<file path="src/hdl/cache_control_header_parser_core_assert.svh">
// Assertion macros shared by the parser RTL.
// Both sample on clk_i and are disabled while rst_ni is low.
`ifndef CACHE_CONTROL_HEADER_PARSER_CORE_ASSERT_SVH
`define CACHE_CONTROL_HEADER_PARSER_CORE_ASSERT_SVH

// same-cycle implication
`define CCP_ASSERT_IMP(lbl, ante, cons, msg) \
  lbl: assert property (@(posedge clk_i) disable iff (!rst_ni) (ante) |-> (cons)) \
    else $error(msg);

// next-cycle implication
`define CCP_ASSERT_NXT(lbl, ante, cons, msg) \
  lbl: assert property (@(posedge clk_i) disable iff (!rst_ni) (ante) |=> (cons)) \
    else $error(msg);

`endif

</file>
<file path="src/hdl/ccp_pkg.sv">
package ccp_pkg;

  localparam int unsigned KW_NUM    = 10;
  localparam int unsigned FLAGS_W   = 14;
  localparam int unsigned VALUE_W   = 32;
  localparam int unsigned POS_W     = 5;
  localparam int unsigned S_TDATA_W = 8;
  localparam int unsigned S_TUSER_W = 2;
  localparam int unsigned M_TDATA_W = 80;

  // keyword indexes
  localparam logic [3:0] KW_NO_CACHE  = 4'd0;
  localparam logic [3:0] KW_PRIVATE   = 4'd4;
  localparam logic [3:0] KW_MAX_AGE   = 4'd8;
  localparam logic [3:0] KW_S_MAXAGE  = 4'd9;

  // flag bits
  localparam int unsigned FLAG_PRESENT     = 0;
  localparam int unsigned FLAG_PRIV_QUAL   = 9;
  localparam int unsigned FLAG_PRIV_BARE   = 10;
  localparam int unsigned FLAG_NC_QUAL     = 11;
  localparam int unsigned FLAG_NC_BARE     = 12;
  localparam int unsigned FLAG_S_MAXAGE    = 13;

  // characters
  localparam logic [7:0] CH_SPACE  = 8'h20;
  localparam logic [7:0] CH_QUOTE  = 8'h22;
  localparam logic [7:0] CH_COMMA  = 8'h2C;
  localparam logic [7:0] CH_ZERO   = 8'h30;
  localparam logic [7:0] CH_NINE   = 8'h39;
  localparam logic [7:0] CH_EQUALS = 8'h3D;
  localparam logic [7:0] CH_UPPER_A = 8'h41;
  localparam logic [7:0] CH_UPPER_Z = 8'h5A;
  localparam logic [7:0] CASE_BIT  = 8'h20;

  localparam logic [VALUE_W-1:0] VALUE_MAX = '1;

  // right-aligned text, first character in the highest used byte
  localparam logic [127:0] KW_TEXT [KW_NUM] = '{
    "no-cache", "must-revalidate", "proxy-revalidate", "no-store",
    "private", "public", "immutable", "no-transform", "max-age", "s-maxage"
  };
  localparam logic [POS_W-1:0] KW_LEN [KW_NUM] = '{
    5'd8, 5'd15, 5'd16, 5'd8, 5'd7, 5'd6, 5'd9, 5'd12, 5'd7, 5'd8
  };

  typedef enum logic [1:0] {
    TP_LEAD,
    TP_NAME,
    TP_GAP,
    TP_VALUE
  } tok_phase_e;

  typedef enum logic [2:0] {
    NP_LEAD,
    NP_OPENQ,
    NP_DIGITS,
    NP_SPACE,
    NP_QUOTE
  } num_phase_e;

  typedef struct packed {
    logic [KW_NUM-1:0]  cand;
    logic [POS_W-1:0]   pos;
    tok_phase_e         tp;
    logic               eq;
    logic [VALUE_W-1:0] num;
    num_phase_e         np;
    logic               fail;
    logic               sat;
  } tok_t;

  typedef struct packed {
    logic [FLAGS_W-1:0] flags;
    logic [VALUE_W-1:0] max_age;
    logic               max_age_seen;
    logic [VALUE_W-1:0] s_max_age;
  } acc_t;

  localparam tok_t TOK_RESET = '{
    cand: '1, pos: '0, tp: TP_LEAD, eq: 1'b0, num: '0, np: NP_LEAD,
    fail: 1'b0, sat: 1'b0
  };

  // character p of keyword k; zero past its end
  function automatic logic [7:0] kw_char(input logic [3:0] k, input logic [POS_W-1:0] p);
    logic [127:0]     txt;
    logic [POS_W-1:0] len;
    logic [3:0]       off;
    txt = KW_TEXT[k];
    len = KW_LEN[k];
    off = 4'(len - 5'd1 - p);
    if (p < len) begin
      return txt[{off, 3'b000} +: 8];
    end
    return 8'h00;
  endfunction

endpackage

</file>
<file path="src/hdl/ccp_parser.sv">
module ccp_parser import ccp_pkg::*; (
  input  logic       clk_i,
  input  logic       rst_ni,
  input  logic       accept_i,
  input  logic [7:0] data_byte_i,
  input  logic       byte_present_i,
  input  logic       line_end_i,
  input  logic       new_response_i,
  output acc_t       acc_d_o
);

  tok_t tok_q, tok_d;
  acc_t acc_q, acc_d;

  // next state: clear, consume byte, close directive
  always_comb begin
    tok_t               t0;
    tok_t               t1;
    acc_t               a0;
    logic [7:0]         c;
    logic [7:0]         lc;
    logic               is_comma;
    logic               is_digit;
    logic               is_space;
    logic               is_quote;
    logic               do_digit;
    logic [35:0]        prod;
    logic               found;
    logic [3:0]         hit;
    logic [VALUE_W-1:0] value;

    t0       = new_response_i ? TOK_RESET : tok_q;
    a0       = new_response_i ? acc_t'('0) : acc_q;
    c        = data_byte_i;
    is_comma = byte_present_i && (c == CH_COMMA);
    is_digit = (c >= CH_ZERO) && (c <= CH_NINE);
    is_space = (c == CH_SPACE);
    is_quote = (c == CH_QUOTE);
    lc       = ((c >= CH_UPPER_A) && (c <= CH_UPPER_Z)) ? (c | CASE_BIT) : c;
    do_digit = 1'b0;
    prod     = {4'b0, t0.num} * 36'd10 + {32'b0, 4'(c - CH_ZERO)};
    t1       = t0;

    if (byte_present_i && !is_comma) begin
      if (t0.tp != TP_VALUE) begin
        if (is_space) begin
          if (t0.tp == TP_NAME) t1.tp = TP_GAP;
        end else if (c == CH_EQUALS) begin
          t1.tp = TP_VALUE;
          t1.eq = 1'b1;
        end else begin
          if (t0.tp == TP_GAP) t1.cand = '0;
          for (int i = 0; i < KW_NUM; i++) begin
            if (!((t0.pos < KW_LEN[i]) && (kw_char(4'(i), t0.pos) == lc))) begin
              t1.cand[i] = 1'b0;
            end
          end
          if (t0.pos != '1) t1.pos = t0.pos + 5'd1;
          t1.tp = TP_NAME;
        end
      end else if (!t0.fail && !t0.sat) begin
        case (t0.np)
          NP_LEAD, NP_OPENQ: begin
            if (is_space) begin
              t1.np = t0.np;
            end else if (is_quote) begin
              t1.np = (t0.np == NP_LEAD) ? NP_OPENQ : NP_QUOTE;
            end else if (is_digit) begin
              t1.np    = NP_DIGITS;
              do_digit = 1'b1;
            end else begin
              t1.fail = 1'b1;
            end
          end
          NP_DIGITS: begin
            if (is_digit)      do_digit = 1'b1;
            else if (is_space) t1.np = NP_SPACE;
            else if (is_quote) t1.np = NP_QUOTE;
            else               t1.fail = 1'b1;
          end
          default: begin
            if (!is_space) t1.fail = 1'b1;
          end
        endcase
        if (do_digit) begin
          if (prod[35:32] != 4'd0) begin
            t1.num = VALUE_MAX;
            t1.sat = 1'b1;
          end else begin
            t1.num = prod[31:0];
          end
        end
      end
    end

    // close the pending directive
    found = 1'b0;
    hit   = '0;
    for (int i = 0; i < KW_NUM; i++) begin
      if (!found && t1.cand[i] && (t1.pos == KW_LEN[i])) begin
        found = 1'b1;
        hit   = 4'(i);
      end
    end
    value = t1.fail ? '0 : t1.num;
    acc_d = a0;
    tok_d = t1;
    if (is_comma || line_end_i) begin
      tok_d = TOK_RESET;
      if ((t1.tp != TP_LEAD) && found) begin
        if (hit < KW_MAX_AGE) begin
          acc_d.flags[hit + 4'd1] = 1'b1;
          if (hit == KW_PRIVATE) begin
            if (t1.eq) acc_d.flags[FLAG_PRIV_QUAL] = 1'b1;
            else       acc_d.flags[FLAG_PRIV_BARE] = 1'b1;
          end
          if (hit == KW_NO_CACHE) begin
            if (t1.eq) acc_d.flags[FLAG_NC_QUAL] = 1'b1;
            else       acc_d.flags[FLAG_NC_BARE] = 1'b1;
          end
        end else if (hit == KW_MAX_AGE) begin
          acc_d.max_age      = value;
          acc_d.max_age_seen = 1'b1;
        end else begin
          acc_d.s_max_age              = value;
          acc_d.flags[FLAG_S_MAXAGE]   = 1'b1;
        end
      end
    end
    if (line_end_i) acc_d.flags[FLAG_PRESENT] = 1'b1;
  end

  always_ff @(posedge clk_i or negedge rst_ni) begin
    if (!rst_ni) begin
      tok_q <= TOK_RESET;
      acc_q <= '0;
    end else if (accept_i) begin
      tok_q <= tok_d;
      acc_q <= acc_d;
    end
  end

  assign acc_d_o = acc_d;

endmodule

</file>
<file path="src/hdl/cache_control_header_parser_core.sv">
// Cache-Control directive parser.
// Input stream: one header-value byte per beat. s_axis_tlast marks the last
// beat of a header line; tuser bit 0 says the byte is valid (a beat with it
// low and tlast high is an empty line), tuser bit 1 starts a new response and
// clears all accumulated flags and values before the beat is used.
// Output stream: one beat per header line, carrying the accumulated directive
// flags, max-age (with its seen bit) and s-maxage, both saturating at 2^32-1.
// Latency: the result beat is valid the cycle after the line's last input
// beat is taken. Throughput: one input beat per cycle while not stalled;
// each byte goes through a single pass of match/accumulate logic into the
// parser registers, and the result register decouples the two sides.
// Stall: while a result waits in the output register and m_axis_tready is
// low, s_axis_tready is low; otherwise input beats keep flowing.
// Reset: all flags and values are cleared, the directive parser returns to
// its leading-space phase and the output holds no beat.
`include "cache_control_header_parser_core_assert.svh"

module cache_control_header_parser_core import ccp_pkg::*; (
  input  logic                 clk_i,
  input  logic                 rst_ni,
  input  logic                 s_axis_tvalid,
  output logic                 s_axis_tready,
  input  logic [S_TDATA_W-1:0] s_axis_tdata,  // [7:0] data_byte
  input  logic [S_TUSER_W-1:0] s_axis_tuser,  // [0] byte_present, [1] new_response
  input  logic                 s_axis_tlast,  // line_end
  output logic                 m_axis_tvalid,
  input  logic                 m_axis_tready,
  // [13:0] directive_flags, [45:14] max_age_seconds, [46] max_age_seen,
  // [78:47] shared_max_age_seconds, [79] zero
  output logic [M_TDATA_W-1:0] m_axis_tdata
);

  logic accept;
  acc_t acc_d;
  acc_t res_q;
  logic out_valid_q;

  assign s_axis_tready = !out_valid_q || m_axis_tready;
  assign accept        = s_axis_tvalid && s_axis_tready;

  ccp_parser u_parser (
    .clk_i          (clk_i),
    .rst_ni         (rst_ni),
    .accept_i       (accept),
    .data_byte_i    (s_axis_tdata[7:0]),
    .byte_present_i (s_axis_tuser[0]),
    .line_end_i     (s_axis_tlast),
    .new_response_i (s_axis_tuser[1]),
    .acc_d_o        (acc_d)
  );

  always_ff @(posedge clk_i or negedge rst_ni) begin
    if (!rst_ni) begin
      out_valid_q <= 1'b0;
    end else if (accept && s_axis_tlast) begin
      out_valid_q <= 1'b1;
    end else if (m_axis_tready) begin
      out_valid_q <= 1'b0;
    end
  end

  always_ff @(posedge clk_i) begin
    if (accept && s_axis_tlast) begin
      res_q <= acc_d;
    end
  end

  assign m_axis_tvalid = out_valid_q;
  assign m_axis_tdata  = {1'b0, res_q.s_max_age, res_q.max_age_seen, res_q.max_age,
                          res_q.flags};

  `CCP_ASSERT_IMP(a_present_bit, m_axis_tvalid, m_axis_tdata[0], "result beat without present flag")
  `CCP_ASSERT_NXT(a_line_gives_beat, accept && s_axis_tlast, m_axis_tvalid, "line end gave no result beat")
  `CCP_ASSERT_NXT(a_no_spurious_beat, accept && !s_axis_tlast && (!m_axis_tvalid || m_axis_tready), !m_axis_tvalid, "result beat without line end")
  `CCP_ASSERT_NXT(a_fresh_empty_line, accept && s_axis_tlast && s_axis_tuser[1] && !s_axis_tuser[0], (m_axis_tdata[13:0] == 14'h1) && (m_axis_tdata[78:14] == '0), "empty line after clear gave stale state")

endmodule
</file>
<file path="config.mk">
export PLATFORM = sky130hd
export DESIGN_NAME = cache_control_header_parser_core
export DESIGN_NICKNAME = d
export VERILOG_FILES = /design/src/hdl/ccp_pkg.sv /design/src/hdl/ccp_parser.sv /design/src/hdl/cache_control_header_parser_core.sv
export VERILOG_INCLUDE_DIRS = /design/src /design/src/hdl
export SDC_FILE = /design/constraint.sdc
export NUM_CORES = 1
export LEC_CHECK = 0
export BUFFER_PORTS_ARGS = -buffer_cell sky130_fd_sc_hd__buf_2
export CAP_MARGIN = 20
export CORE_MARGIN = 10
export CORE_UTILIZATION = 45
export DETAILED_ROUTE_END_ITERATION = 10
export SYNTH_ARGS = -nofsm -noshare
export SYNTH_HDL_FRONTEND = slang
export SYNTH_SLANG_ARGS = --single-unit
</file>
<file path="constraint.sdc">
create_clock -name clk_i -period 4.65 [get_ports clk_i]
set_input_delay 0.465 -clock clk_i [delete_from_list [all_inputs] [get_ports clk_i]]
set_output_delay 0.465 -clock clk_i [all_outputs]
set_load 0.05 [all_outputs]
</file>
==> impl_metrics.ini <==
[finish]
fin_cells = 2530
fin_nets = 2161
fin_util_pct = 60.6
layout_commonest_cell = buf_4
drive_above_1_share_pct = 33.9
final_cell_mix = 353 x buf_4, 146 x nand2_1, 125 x dfrtp_1
n_antenna_cell = 0
area_growth_pct = 33.6

[timing]
tightest_slew_ns = 0.979
fin_crit_sh_pct = 99.7
final.min_clock_period_ns = 4.64
fmaxAchievable_ghz = 0.216
setup_violations = 0
fin_worst_skew_ns = 0.00991
grt_setup_unrepaired = true
hold_viol_final = 0
slew_viol_final = 0
relSlewSlack_pct = 34.5

[detailed_routing]
drtIter0Drc = 1271
avgRoutedWirePerCell_um = 21.0
num_vias = 15100
route.detailed.drc = 0
detail-route-antenna-nets = 0
drtPass1Iterations = 5
routed_wl_mm = 53.1
vias_per_cell = 5.97

[global_routing]
antenna_found_initial = 0
grt_use_total_pct = 24.0
grt_max_degree = 56
grt_first_pass_wirelength_mm = 82.2
grt-ovfl-total = 0
grt_pass1_vias = 14400

[worst_setup_path]
cp_top_family = compound AO/OA/AOI/OAI gates
start_kind = register
cpPeakStageDelay_ns = 0.51
path_buf_inv = 1
crit_top_cell = ha_4
cp.arrival_ns = 4.88
critPathKind = reg2reg
crit_required_ns = 4.89
cp_slowest_cell = or4b_4
path_cells = nor2b_4 > ha_4 > ha_4 > a211oi_4 > nand3b_4 > o31a_4 > a2111o_1 > nand2_2 > xnor2_2 > or4b_4 > nor4_4 > buf_4 > mux2_4 > o32a_1 > a22o_1
end_kind = register
critPathMaxFanout = 6

[synth]
ys_warn_count = 0
postSynthAreaPerCell_um2 = 9.40
synth.distinct_cells = 106
async_flop_share_pct = 63.1
synth.yosys.seq_area_share_pct = 37.0
syn_area_um2 = 15600
synthesis.nets = 1757
synth-seq-cells = 214
synth_edf_count = 79
synthCells = 1657
synth_ff_type = dfrtp_1

[clocking]
cts_max_level = 1
clock_sinks = 214
clkTransAtPathRegs_ns = 0.06
clock-root-buffer = clkbuf_16
cts_tree = done
cts_buffers = 20
worstSkewPairLatency_ns = 0.49
clk_path_buf_depth = 3

[place]
place_inst = 2480
gp_congestion = 0.977
io_buffers = 95
dp_hpwl_mm = 39.5

[run_status]
status = completed

[floorplanning]
io-pin-count = 97
rows = 68
die_area_um2 = 42500
initial_core_util_pct = 45.3
core-area_um2 = 34400
die_y_um = 206
die_x_um = 206

[power_and_ir_drop]
vdd_drop_max_mv = 0.267
leakagePower_nw = 8.96
p_per_area_nw_per_um2 = 208

[min_path]
min_path_type = in2reg

[run]
cap_violations = 0
[synthesized netlist by cell type (39+ instances only)]
cell	instances	area [um^2]
xnor2_1	55	482
clkbuf_1	75	282
ha_1	83	1040
nor2b_1	50	313
and2_1	39	244
a22o_1	105	920
inv_1	42	158
a21oi_1	66	330
edfxtp_1	79	2370
nand2_1	148	556
nor2_1	123	462
o21ai_0	93	465
dfrtp_1	125	3130
[path summary, 6_finish.rpt]
kind                                           startpoint                        endpoint  slack [ns]  depth (start not counted)
max                        u_parser.tok_q[16]$_DFFE_PN0P_      m_axis_tdata[30]$_DFFE_PP_        0.01                         15
min                                         m_axis_tready       m_axis_tvalid$_DFFE_PN0P_        0.30                          3
max reg2reg                u_parser.tok_q[16]$_DFFE_PN0P_      m_axis_tdata[30]$_DFFE_PP_        0.01                         15
min reg2reg                u_parser.acc_q[32]$_DFFE_PN0P_  u_parser.acc_q[32]$_DFFE_PN0P_        0.47                          2
max in group asynchronous                          rst_ni  u_parser.acc_q[75]$_DFFE_PN0P_        3.21                          3
min in group asynchronous                          rst_ni  u_parser.acc_q[41]$_DFFE_PN0P_        0.41                          2
[routing by layer]
layer	part of all wire (%)	wire, um	track usage [%]	up-vias
met4	1.6	824	4.46	0
li1	-	-	-	7055
met1	47	24800	36.1	7428
met5	0	0	0	-
met2	44	23400	36.3	576
met3	7.5	4000	2.88	52
[layout make-up]
cell class	count	area (um^2)
Sequential cell	214	5760
Tap cell	455	569
Fill cell	2925	13500
Inverter	47	176
Clock inverter	8	93.8
Multi-Input combinational cell	1293	9940
Clock buffer	28	552
Timing Repair Buffer	485	3730
[cells by family (layout without fill, tap and decap cells)]
logic type / Yosys count / count (layout) / synth area share (%)
AND/OR/NAND/NOR: 563 / 563 / 18.7
multiplexers: 26 / 27 / 1.81
XOR/XNOR: 78 / 78 / 4.38
AO/OA/AOI/OAI: 539 / 539 / 27.3
buffers and inverters: 151 / 568 / 3.93
adder cells (fa/ha/maj): 85 / 85 / 6.92
other: 1 / 1 / 0.0241
flip-flops: 214 / 214 / 37.0
[worst min-delay path, cell delays in order]
cell and delay, ns:
buf_2 0.07, nand2b_1 0.15, nand2_1 0.07
[registers in the layout, summed over array words and instances (netlist names)]
signal          flops
u_parser.tok_q     55
m_axis_tdata       79
m_axis_tvalid       1
u_parser.acc_q     79
[stage by stage]
stage	instance area (um^2)	total power [W]	TNS [ns]	hold WS, ns	worst slack [ns]
floorplan	15900	0.00245	-88.96	0.169	-0.710
global placement	19500	0.00270	-48.76	0.364	-0.424
detailed placement	19500	0.00270	-66.45	0.367	-0.554
CTS	20200	0.00433	-0.0102	0.301	-0.0102
global route	20800	0.00448	-4.52	0.324	-0.123
finish	20800	0.00433	0	0.303	0.0145
[power by group]
part	total [W]	switching [W]	internal [W]
logic	0.000655	0.000443	0.000212
registers	0.00203	0.0000206	0.00201
clock network	0.00165	0.000705	0.000945
[repair_timing]
| item | 4_1_cts | 5_1_grt |
|---|---|---|
| resized for setup | 13 | 102 |
| gates cloned | 1 | 1 |
| endpoints found under the setup margin | 53 | 172 |
| pin swaps | 4 | 45 |
| buffers inserted | 0 | 12 |
| endpoints found under the hold margin | 29 | 0 |
| hold buffers | 1 | 0 |
Power figures use the tool's default switching activity.
